File: config.mk
export PLATFORM = sky130hd
export DESIGN_NAME = door_position_qualifier_with_event_log
export DESIGN_NICKNAME = d
export VERILOG_FILES = /design/src/rtl/dpq_pkg.sv /design/src/rtl/dpq_cell.sv /design/src/rtl/dpq_qual.sv /design/src/rtl/door_position_qualifier_with_event_log.sv
export SDC_FILE = /design/constraint.sdc
export NUM_CORES = 2
export LEC_CHECK = 0
export BUFFER_PORTS_ARGS = -buffer_cell sky130_fd_sc_hd__buf_2
export CAP_MARGIN = 20
export CORE_ASPECT_RATIO = 1.5
export CORE_UTILIZATION = 40
export CTS_BUF_LIST = sky130_fd_sc_hd__clkbuf_8 sky130_fd_sc_hd__clkbuf_16
export CTS_CLUSTER_DIAMETER = 120
export CTS_CLUSTER_SIZE = 28
export DETAILED_ROUTE_END_ITERATION = 16
export HOLD_SLACK_MARGIN = 0.02
export SLEW_MARGIN = 25
export SYNTH_ARGS = -nofsm -noshare
export SYNTH_HDL_FRONTEND = slang
export SYNTH_SLANG_ARGS = --single-unit
File: constraint.sdc
create_clock -name i_clk -period 130.2 [get_ports i_clk]
set_input_delay 26.04 -clock i_clk [delete_from_list [all_inputs] [get_ports i_clk]]
set_output_delay 26.04 -clock i_clk [all_outputs]
set_load 0.1 [all_outputs]
File: src/rtl/dpq_pkg.sv
// ----------------------------------------------------------------------------
// Door position qualifier package
// Shared types, state codes, register indexes and reset values.
// ----------------------------------------------------------------------------
package dpq_pkg;

    localparam int LOG_DEPTH_DEF = 32;

    localparam logic [1:0] DOOR_INBETWEEN = 2'd0;
    localparam logic [1:0] DOOR_OPENED    = 2'd1;
    localparam logic [1:0] DOOR_CLOSED    = 2'd2;

    localparam logic [1:0] CFG_STABLE_TIME  = 2'd0;
    localparam logic [1:0] CFG_INB_TIMEOUT  = 2'd1;
    localparam logic [1:0] CFG_TICKS_PER_S  = 2'd2;

    localparam logic [15:0] STABLE_TIME_RST = 16'd2000;
    localparam logic [15:0] INB_TIMEOUT_RST = 16'd1000;
    localparam logic [15:0] TICKS_PER_S_RST = 16'd1000;
    localparam logic [15:0] QUIET_RST       = 16'd3000;

    typedef struct packed {
        logic [1:0]  door;
        logic [31:0] seconds;
        logic        by_app;
        logic [15:0] latency;
    } t_entry;

    typedef struct packed {
        logic        push;
        logic        sec_wr;
        logic [31:0] elapsed;
    } t_log_ctl;

endpackage

File: src/rtl/dpq_cell.sv
// ----------------------------------------------------------------------------
// Door event log cell
// One log entry; loads from its upstream neighbor on a push, and the head
// cell also takes a seconds refresh.
// ----------------------------------------------------------------------------
module dpq_cell (
    input  logic            i_clk,
    input  logic            i_shift,
    input  logic            i_sec_wr,
    input  logic [31:0]     i_seconds,
    input  dpq_pkg::t_entry i_entry,
    output dpq_pkg::t_entry o_entry
);

    dpq_pkg::t_entry r_entry;

    always_ff @(posedge i_clk) begin
        if (i_shift) begin
            r_entry <= i_entry;
        end else if (i_sec_wr) begin
            r_entry.seconds <= i_seconds;
        end
    end

    assign o_entry = r_entry;

endmodule

File: src/rtl/dpq_qual.sv
// ----------------------------------------------------------------------------
// Door state qualifier
// Config registers, edge/timeout door state, stability hold, seconds
// counter and log push control.
// ----------------------------------------------------------------------------
module dpq_qual #(
    parameter int LOG_DEPTH = dpq_pkg::LOG_DEPTH_DEF,
    parameter int CNT_W     = $clog2(LOG_DEPTH + 1)
) (
    input  logic              i_clk,
    input  logic              i_rst_n,
    input  logic              i_cfg_we,
    input  logic [1:0]        i_cfg_idx,
    input  logic [15:0]       i_cfg_data,
    input  logic              i_step,
    input  logic              i_opened_edge,
    input  logic              i_closed_edge,
    input  logic              i_opened_level,
    input  logic              i_closed_level,
    input  logic              i_app_cause_set,
    input  logic [15:0]       i_app_latency,
    output dpq_pkg::t_log_ctl o_ctl,
    output dpq_pkg::t_entry   o_new_entry,
    output logic [1:0]        o_door_state,
    output logic [1:0]        o_stable_state,
    output logic [CNT_W-1:0]  o_count
);

    logic [15:0]      r_stable_time, r_inb_timeout, r_ticks_per_s;
    logic [1:0]       r_door, r_door_before, r_stable;
    logic [15:0]      r_hold, r_quiet, r_ms;
    logic [31:0]      r_seconds, r_last_event;
    logic             r_pend_app;
    logic [15:0]      r_pend_lat;
    logic [CNT_W-1:0] r_count;

    logic [1:0]       n_door;
    logic [15:0]      n_hold, n_quiet, n_ms;
    logic [31:0]      n_seconds;
    logic             n_pend_app;
    logic [15:0]      n_pend_lat;
    logic [CNT_W-1:0] n_count;
    logic [16:0]      ms_inc;
    logic             sec_tick, expired, edge_seen, push;

    always_ff @(posedge i_clk) begin
        if (!i_rst_n) begin
            r_stable_time <= dpq_pkg::STABLE_TIME_RST;
            r_inb_timeout <= dpq_pkg::INB_TIMEOUT_RST;
            r_ticks_per_s <= dpq_pkg::TICKS_PER_S_RST;
        end else if (i_cfg_we) begin
            unique case (i_cfg_idx)
                dpq_pkg::CFG_STABLE_TIME: r_stable_time <= i_cfg_data;
                dpq_pkg::CFG_INB_TIMEOUT: r_inb_timeout <= i_cfg_data;
                dpq_pkg::CFG_TICKS_PER_S: r_ticks_per_s <= i_cfg_data;
                default: ;
            endcase
        end
    end

    always_comb begin
        ms_inc    = {1'b0, r_ms} + 17'd1;
        sec_tick  = ms_inc >= {1'b0, r_ticks_per_s};
        n_ms      = sec_tick ? 16'd0 : ms_inc[15:0];
        n_seconds = (sec_tick && (r_seconds != '1)) ? r_seconds + 32'd1 : r_seconds;

        expired   = r_quiet <= 16'd1;
        edge_seen = i_opened_edge || i_closed_edge;
        n_door    = r_door;
        if (i_opened_edge) begin
            n_door = dpq_pkg::DOOR_OPENED;
        end
        if (i_closed_edge) begin
            n_door = dpq_pkg::DOOR_CLOSED;
        end
        if (expired && i_opened_level && i_closed_level) begin
            n_door = dpq_pkg::DOOR_INBETWEEN;
        end
        if (edge_seen || expired) begin
            n_quiet = r_inb_timeout;
        end else if (r_quiet != 16'd0) begin
            n_quiet = r_quiet - 16'd1;
        end else begin
            n_quiet = r_quiet;
        end

        if (r_door_before != n_door) begin
            n_hold = 16'd0;
        end else if (r_hold != '1) begin
            n_hold = r_hold + 16'd1;
        end else begin
            n_hold = r_hold;
        end

        push = (r_stable != n_door) && (n_hold > r_stable_time) &&
               (n_door != dpq_pkg::DOOR_INBETWEEN);

        n_pend_app = i_app_cause_set || r_pend_app;
        n_pend_lat = i_app_cause_set ? i_app_latency : r_pend_lat;

        n_count = (push && (r_count < CNT_W'(LOG_DEPTH))) ? r_count + 1'b1 : r_count;
    end

    always_ff @(posedge i_clk) begin
        if (!i_rst_n) begin
            r_door        <= dpq_pkg::DOOR_INBETWEEN;
            r_door_before <= dpq_pkg::DOOR_INBETWEEN;
            r_stable      <= dpq_pkg::DOOR_INBETWEEN;
            r_hold        <= '0;
            r_quiet       <= dpq_pkg::QUIET_RST;
            r_ms          <= '0;
            r_seconds     <= '0;
            r_last_event  <= '0;
            r_pend_app    <= 1'b0;
            r_pend_lat    <= '0;
            r_count       <= '0;
        end else if (i_step) begin
            r_door        <= n_door;
            r_door_before <= n_door;
            r_hold        <= n_hold;
            r_quiet       <= n_quiet;
            r_ms          <= n_ms;
            r_seconds     <= n_seconds;
            r_pend_lat    <= n_pend_lat;
            r_count       <= n_count;
            r_pend_app    <= push ? 1'b0 : n_pend_app;
            if (push) begin
                r_stable     <= n_door;
                r_last_event <= n_seconds;
            end
        end
    end

    assign o_ctl.push    = i_step && push;
    assign o_ctl.sec_wr  = i_step && sec_tick && (r_count != '0);
    assign o_ctl.elapsed = n_seconds - r_last_event;

    assign o_new_entry.door    = n_door;
    assign o_new_entry.seconds = 32'd0;
    assign o_new_entry.by_app  = n_pend_app;
    assign o_new_entry.latency = n_pend_lat;

    assign o_door_state   = r_door;
    assign o_stable_state = r_stable;
    assign o_count        = r_count;

endmodule

File: src/rtl/door_position_qualifier_with_event_log.sv
// ----------------------------------------------------------------------------
// Door position qualifier with event log
// Qualifies door sensor ticks and keeps a shift log of stable door changes.
// ----------------------------------------------------------------------------
// Path: an input transaction updates the state, then the log is read into the
//   output register.
// Throughput: one transaction per cycle unless the output stalls; the log chain shifts all cells at once.
// Reset: synchronous, active low; clears counters, state and entry count.
//   Log cells are not cleared; the entry count masks stale contents.
// ----------------------------------------------------------------------------
module door_position_qualifier_with_event_log #(
    parameter int LOG_DEPTH = dpq_pkg::LOG_DEPTH_DEF
) (
    input  logic        i_clk,
    input  logic        i_rst_n,
    input  logic        i_cfg_we,
    input  logic [1:0]  i_cfg_idx,
    input  logic [15:0] i_cfg_data,
    input  logic        i_valid,
    output logic        o_ready,
    input  logic        i_opened_edge,
    input  logic        i_closed_edge,
    input  logic        i_opened_level,
    input  logic        i_closed_level,
    input  logic        i_app_cause_set,
    input  logic [15:0] i_app_latency,
    input  logic [4:0]  i_read_index,
    output logic        o_valid,
    input  logic        i_ready,
    output logic [1:0]  o_door_state,
    output logic [1:0]  o_stable_state,
    output logic        o_event_logged,
    output logic [5:0]  o_entry_count,
    output logic [1:0]  o_entry_door,
    output logic [31:0] o_entry_seconds,
    output logic        o_entry_by_app,
    output logic [15:0] o_entry_latency
);

    localparam int CNT_W = $clog2(LOG_DEPTH + 1);
    localparam int IDX_W = $clog2(LOG_DEPTH);

    dpq_pkg::t_log_ctl  log_ctl;
    dpq_pkg::t_entry    new_entry;
    dpq_pkg::t_entry    cell_q  [LOG_DEPTH];
    dpq_pkg::t_entry    cell_d  [LOG_DEPTH];
    dpq_pkg::t_entry    rd_entry;
    logic [1:0]         door_state, stable_state;
    logic [CNT_W-1:0]   count;
    logic [CNT_W+5:0]   count_ext;
    logic [IDX_W+4:0]   ridx_ext;
    logic               rd_hit;

    logic               in_acc, load_out;
    logic               r_a_valid, r_a_logged;
    logic [4:0]         r_a_ridx;
    logic               r_o_valid;

    assign in_acc   = i_valid && o_ready;
    assign load_out = r_a_valid && (!r_o_valid || i_ready);
    assign o_ready  = !r_a_valid || !r_o_valid || i_ready;

    dpq_qual #(
        .LOG_DEPTH (LOG_DEPTH),
        .CNT_W     (CNT_W)
    ) u_qual (
        .i_clk           (i_clk),
        .i_rst_n         (i_rst_n),
        .i_cfg_we        (i_cfg_we),
        .i_cfg_idx       (i_cfg_idx),
        .i_cfg_data      (i_cfg_data),
        .i_step          (in_acc),
        .i_opened_edge   (i_opened_edge),
        .i_closed_edge   (i_closed_edge),
        .i_opened_level  (i_opened_level),
        .i_closed_level  (i_closed_level),
        .i_app_cause_set (i_app_cause_set),
        .i_app_latency   (i_app_latency),
        .o_ctl           (log_ctl),
        .o_new_entry     (new_entry),
        .o_door_state    (door_state),
        .o_stable_state  (stable_state),
        .o_count         (count)
    );

    for (genvar g = 0; g < LOG_DEPTH; g++) begin : g_cell
        if (g == 0) begin : g_head
            assign cell_d[g] = new_entry;
        end else if (g == 1) begin : g_second
            // head entry leaves with its final duration
            assign cell_d[g] = '{door:    cell_q[0].door,
                                 seconds: log_ctl.elapsed,
                                 by_app:  cell_q[0].by_app,
                                 latency: cell_q[0].latency};
        end else begin : g_rest
            assign cell_d[g] = cell_q[g-1];
        end

        dpq_cell u_cell (
            .i_clk     (i_clk),
            .i_shift   (log_ctl.push),
            .i_sec_wr  ((g == 0) ? log_ctl.sec_wr : 1'b0),
            .i_seconds (log_ctl.elapsed),
            .i_entry   (cell_d[g]),
            .o_entry   (cell_q[g])
        );
    end

    always_comb begin
        count_ext = {6'd0, count};
        ridx_ext  = {{IDX_W{1'b0}}, r_a_ridx};
        rd_hit    = {{(CNT_W+1){1'b0}}, r_a_ridx} < count_ext;
        rd_entry  = cell_q[ridx_ext[IDX_W-1:0]];
    end

    always_ff @(posedge i_clk) begin
        if (!i_rst_n) begin
            r_a_valid <= 1'b0;
            r_o_valid <= 1'b0;
        end else begin
            if (in_acc) begin
                r_a_valid <= 1'b1;
            end else if (load_out) begin
                r_a_valid <= 1'b0;
            end
            if (load_out) begin
                r_o_valid <= 1'b1;
            end else if (i_ready) begin
                r_o_valid <= 1'b0;
            end
        end
    end

    always_ff @(posedge i_clk) begin
        if (in_acc) begin
            r_a_logged <= log_ctl.push;
            r_a_ridx   <= i_read_index;
        end
        if (load_out) begin
            o_door_state    <= door_state;
            o_stable_state  <= stable_state;
            o_event_logged  <= r_a_logged;
            o_entry_count   <= count_ext[5:0];
            o_entry_door    <= rd_hit ? rd_entry.door    : dpq_pkg::DOOR_INBETWEEN;
            o_entry_seconds <= rd_hit ? rd_entry.seconds : 32'd0;
            o_entry_by_app  <= rd_hit ? rd_entry.by_app  : 1'b0;
            o_entry_latency <= rd_hit ? rd_entry.latency : 16'd0;
        end
    end

    assign o_valid = r_o_valid;

endmodule

-- After elaboration in Yosys (flattened, before gate mapping)
Index checks and enable logic that the tools add are counted.
- output and inout port bits: 64
- logic and storage cells: 222
- input port bits: 49
- bits in registers: 1889
- $lt $le $gt $ge: 6
- $add $sub $neg: 6
- bitwise logic cells: 1
- muxes and demuxes: 18
- eq/ne operators: 6
- reduce and logical (&&, ||, !) cells: 32
- operators by type and width (kind ; count):
    binary-select mux 51 bit (select 5 bit) ; 1
    2-to-1 mux 51 bit ; 2
    2-to-1 mux 16 bit ; 6
    adder 32 x 1 -> 32 bit, second input constant ; 1
    2-to-1 mux 32 bit ; 1
    inequality test 32 bit, second input constant ; 1
    subtractor 32 bit ; 1
    adder 16 x 1 -> 17 bit, second input constant ; 1
    >= comparator 17 x 16 -> 1 bit ; 1
    adder 16 x 1 -> 16 bit, second input constant ; 1
    greater-than comparator 16 bit ; 1
    less-or-equal comparator 16 x 1 -> 1 bit, second input constant ; 1
    inequality test 16 bit, second input constant ; 1
    nonzero test 16 bit ; 1
    subtractor 16 x 1 -> 16 bit, second input constant ; 1
    AND reduction 2 bit ; 6
    logical AND 1 bit ; 11
    nonzero test 2 bit ; 4
    adder 6 x 1 -> 6 bit, second input constant ; 1
    >= comparator 6 bit, second input constant ; 1
    logical OR 1 bit ; 6
    < comparator 5 x 6 -> 1 bit ; 1
    < comparator 6 bit, second input constant ; 1
    2-to-1 mux 2 bit ; 3
    8 further kinds ; 14

-- Longest topological paths before layout
- depth after elaboration: 11
- depth in mapped cells: 30
- depth with buffers taken out: 28

-- Hierarchy
Synthesis repeated with hierarchy kept, for this count alone.
- cell total of the unflattened synthesis: 5281
- area total of the unflattened synthesis: 93649.8 µm²
- by module, submodules not included (module ; area an instance (µm²) ; times used ; cells an instance ; sequential area each (µm²)):
    dpq_cell ; 2078.2 ; 32 ; 88 ; 1531.5
    door_position_qualifier_with_event_log ; 15179.6 ; 1 ; 945 ; 2082.0
    dpq_qual ; 11966.5 ; 1 ; 1520 ; 3743.6

-- Worst setup path after synthesis
Ideal clock, no wire load.
- path type: input port to flip-flop
- from: input i_closed_edge
- to: register r_a_logged, data pin
- setup slack: 49.122 ns
- setup time: 9.375 ns
- data required time: 120.825 ns
- cell stages on the path: 18
- buffers on the path: 5
- arrival time: 71.704 ns
- cell sequence: clkbuf_1 nand2b_1 mux2i_1 a22oi_1 buf_4 buf_6 nor2_1 ha_1 a21o_1 a21o_1 a21oi_1 o21a_1 o211ai_1 nand2_1 or2_2 buf_2 inv_2 clkbuf_1
- longest elaborated chain between the ends: 8
- elaborated cells on any way between the ends: 10
- classes of those cells: 1 x order compare; 2 x eq/ne; 3 x mux; 4 x reduce/logical
- ends and longest elaborated chain (what ; RTL line ; RTL):
    start, declared ; door_position_qualifier_with_event_log.sv:22 ; input logic i_closed_edge,
    2-to-1 mux 2 bit ; dpq_qual.sv:73 ; if (i_closed_edge) begin
    2-to-1 mux 2 bit ; dpq_qual.sv:76 ; if (expired && i_opened_level && i_closed_level) begin
    inequality test 2 bit ; dpq_qual.sv:87 ; if (r_door_before != n_door) begin
    2-to-1 mux 16 bit ; dpq_qual.sv:87 ;
    named net u_qual.n_hold[5] ; dpq_qual.sv:38 ; logic [15:0] n_hold, n_quiet, n_ms;
    greater-than comparator 16 bit ; dpq_qual.sv:95 ; push = (r_stable != n_door) && (n_hold > r_stable_time) &&
    logical AND 1 bit (2 in series) ; dpq_qual.sv:95 ;
    logical AND 1 bit ; dpq_qual.sv:134 ; assign o_ctl.push = i_step && push;
    named net g_cell[0].u_cell.i_shift ; dpq_cell.sv:8 ; input logic i_shift,
    end signal, assigned ; door_position_qualifier_with_event_log.sv:136 ; r_a_logged <= log_ctl.push;
    end, declared ; door_position_qualifier_with_event_log.sv:55 ; logic r_a_valid, r_a_logged;
The timed path passes the listed nets, and every way through them passes these cells.
A chain may end at the register's enable or synchronous reset.

-- Worst setup path in the final report
- from: input i_ready
- to: output o_ready
- longest elaborated chain between the ends: 1
- ends and longest elaborated chain (what ; RTL line ; RTL):
    start, declared ; door_position_qualifier_with_event_log.sv:29 ; input logic i_ready,
    logical OR 1 bit ; door_position_qualifier_with_event_log.sv:61 ; assign o_ready = !r_a_valid || !r_o_valid || i_ready;
    end, declared ; door_position_qualifier_with_event_log.sv:20 ; output logic o_ready,
No other way between the ends.

==> flow_summary.toml <==
[die]
dieWidth_um = 356.6
coreArea_mm2 = 0.1869
num_rows = 194
io_pins = 113
dieArea_mm2 = 0.1904
die_y_um = 533.9
start_util_pct = 40.37

[synthesis]
synth_edf_count = 1668
synth_top_family_by_area = "multiplexers"
synthCells = 4044
syn_area_per_cell_um2 = 18.66
synth-compound-area-share_pct = 3.121
yosysSeqAreaShare_pct = 72.24
ys_seq_elements = 1889
async_reset_ff_share_pct = 0
ys_warn_count = 0
yosys_most_used_dff = "edfxtp_1"
synth_fa_ha_area_share_pct = 1.270
synthXorXnorAreaFrac_pct = 1.307
ys_types = 79
yosys.area_share.simple_pct = 4.301
muxShareOfSynthArea_pct = 16.21
synth_fp_nets = 4169
post_synth_instance_area_mm2 = 0.07546

[clock_network]
cts_hold_buf = 0
cts.sinks = 1889
htree_levels = 3
cts_resized = 0
clock-root-buffer = "clkbuf_16"
path_clk_slew_ns = 0.11
numCtsBuffers = 78
cts_buffer_depth = 3
post_cts_buffers = 0
cts_tree = "done"
clk_latency_ns = 0.73

[drt]
post-route-drc-count = 0
antenna_left = 0
vias_per_cell = 5.419
wirelength_um = 138000
drt_iter0_drc = 3159
dr.pass1.iters = 5
vias = 35680
wl_per_cell_um = 20.96

[sta]
relSlewSlack_pct = 19.82
clock_skew_ns = 0.04262
rsz0062_at_grt = "false"
finalHoldViolCount = 0
slew_violations = 0
worst_pin_slew_ns = 1.203
tns_ns = 0
period_share_pct = 40.67
final-setup-viol-count = 0
fmax_mhz = 18.89
min_period_ns = 52.95

[setup_path]
critPathLaunchType = "input port"
path_class = "in2out"
critPathMaxFanout = 4
arrival_ns = 26.91
endpoint_kind = "primary output"
required_ns = 104.16

[placed_design]
globalplace.congestion = 0.7645
dp_hpwl_um = 78400
dpl.cell_count = 6446
numPortBuffers = 112
dpl_cell_area_mm2 = 0.07880

[layout]
multi_input_area_mm2 = 0.01982
area_growth_pct = 7.545
fin_cells = 6585
stdcell_area_mm2 = 0.08115
layout-drive-gt1-share_pct = 19.84
fillers = 16220
register_area_mm2 = 0.05451
fin_nets = 4203

[grt]
overflow = 0
antenna_found_initial = 3
grt_use_total_pct = 14.65
grt_pass1_vias = 37060
grt_start_max_net_pins = 213
grt_pass1_wl_um = 221200

[job]
cap_violations = 0

[hold_path]
hp-class = "reg2reg"

[outcome]
status = "finished, final reports clean"

[pwr]
vdd_drop_max_mv = 0.01005
power_density_mw_per_mm2 = 12.38
total_power_mw = 1.005
p_leak_nw = 25.75
==> area by class of cell <==
cell class              instances  share of cell area [%]
clock buffers                  80                   2.467
multi-input cells            1856                   24.42
repair buffers                163                   1.394
well taps                    2450                   3.778
flip-flops and latches       1889                   67.18
clock inverters                56                  0.3346
diodes                          1                0.003084
inverters                      90                  0.4286
==> worst max-delay path: stages <==
cell     delay, ns
buf_2         0.10
nor2b_1       0.30
nand2_1       0.15
buf_2         0.32
==> layout by cell type (no fill, tap or decap), drive strengths merged, types with 11 or more instances in the layout <==
| master | instances |
|---|---|
| edfxtp | 1668 |
| mux4 | 510 |
| nand2 | 305 |
| dfxtp | 221 |
| a21oi | 185 |
| nor2 | 180 |
| buf | 163 |
| inv | 144 |
| clkbuf | 80 |
| ha | 75 |
| nand3 | 67 |
| xnor2 | 62 |
| mux2i | 55 |
| o21ai | 55 |
| xor2 | 48 |
| o21a | 28 |
| nor3 | 27 |
| and3 | 23 |
| nand4 | 22 |
| a21o | 19 |
| o211ai | 18 |
| mux2 | 17 |
| o211a | 14 |
| nor2b | 14 |
| or3 | 14 |
| a31oi | 13 |
| nand2b | 12 |
| a211oi | 12 |
| nand3b | 11 |
==> report_power, final <==
group          internal (mW)  total (mW)  switching, mW  leakage (nW)
clock                  0.115       0.297          0.183          1.29
sequential             0.652       0.653        0.00125          16.8
combinational         0.0225      0.0548         0.0323          7.63
==> stage by stage <==
stage	worst slack (ns)	hold slack [ns]	util, %
after CTS	77.25	0.4343	43.38
final	77.25	0.4291	43.42
after global routing	77.17	0.4329	43.42
after global placement	77.22	0.4227	42.16
after floorplan	49.12	0.4003	-
after detailed placement	77.26	0.4188	42.16
==> kinds of logic (layout without fill, tap and decap cells) <==
logic type,after synthesis,count (layout)
simple gates,707,707
buf+inv,299,389
compound gates,380,380
other cells,0,1
flops,1889,1889
xor+xnor,111,111
mux,582,582
fa+ha+maj,76,76
==> Yosys cell counts (all sizes together), types with 62 or more instances <==
cell    number  area [um2]
clkbuf     135       506.7
mux4       510       11490
buf         74       326.6
nand2      305        1147
dfxtp      221        4424
ha          75       938.4
edfxtp    1668       50090
inv         90       337.8
nand3       67       352.8
a21oi      185       937.2
nor2       180       735.7
xnor2       62       543.0
==> state kept, by name, summed over array words and instances, names as in the netlist, 5 cells and up <==
register,flops
r_a_ridx,5
u_qual.r_pend_lat,16
u_qual.r_quiet,16
u_qual.r_seconds,32
u_qual.r_ms,16
u_qual.r_ticks_per_s,16
u_qual.r_last_event,32
u_qual.o_count,6
u_qual.r_stable_time,16
o_entry_latency,16
u_qual.r_hold,16
o_entry_seconds,32
g_cell.u_cell.o_entry,1632
u_qual.r_inb_timeout,16
o_entry_count,6
==> final timing paths <==
| path | start | to | slack [ns] | depth (start not counted) |
|---|---|---|---|---|
| min reg2reg | g_cell[10].u_cell.o_entry[6] | g_cell[11].u_cell.o_entry[6] | 0.43 | 0 |
| max | i_ready | o_ready | 77.25 | 4 |
| min | g_cell[10].u_cell.o_entry[6] | g_cell[11].u_cell.o_entry[6] | 0.43 | 0 |
| max reg2reg | u_qual.r_quiet[11] | g_cell[27].u_cell.o_entry[18] | 122.26 | 21 |
==> per-layer routing <==
| layer | share of wire, % | wire length (um) | track usage, % | vias up |
|---|---|---|---|---|
| li1 | - | - | - | 16110 |
| met1 | 46 | 63260 | 21.44 | 18870 |
| met2 | 49 | 68100 | 23.68 | 593 |
| met3 | 3.3 | 4577 | 1.590 | 109 |
| met4 | 1.5 | 2050 | 3.157 | 0 |
| met5 | 0 | 0 | 0 | - |
No activity file was read; power rests on OpenSTA's default activity.
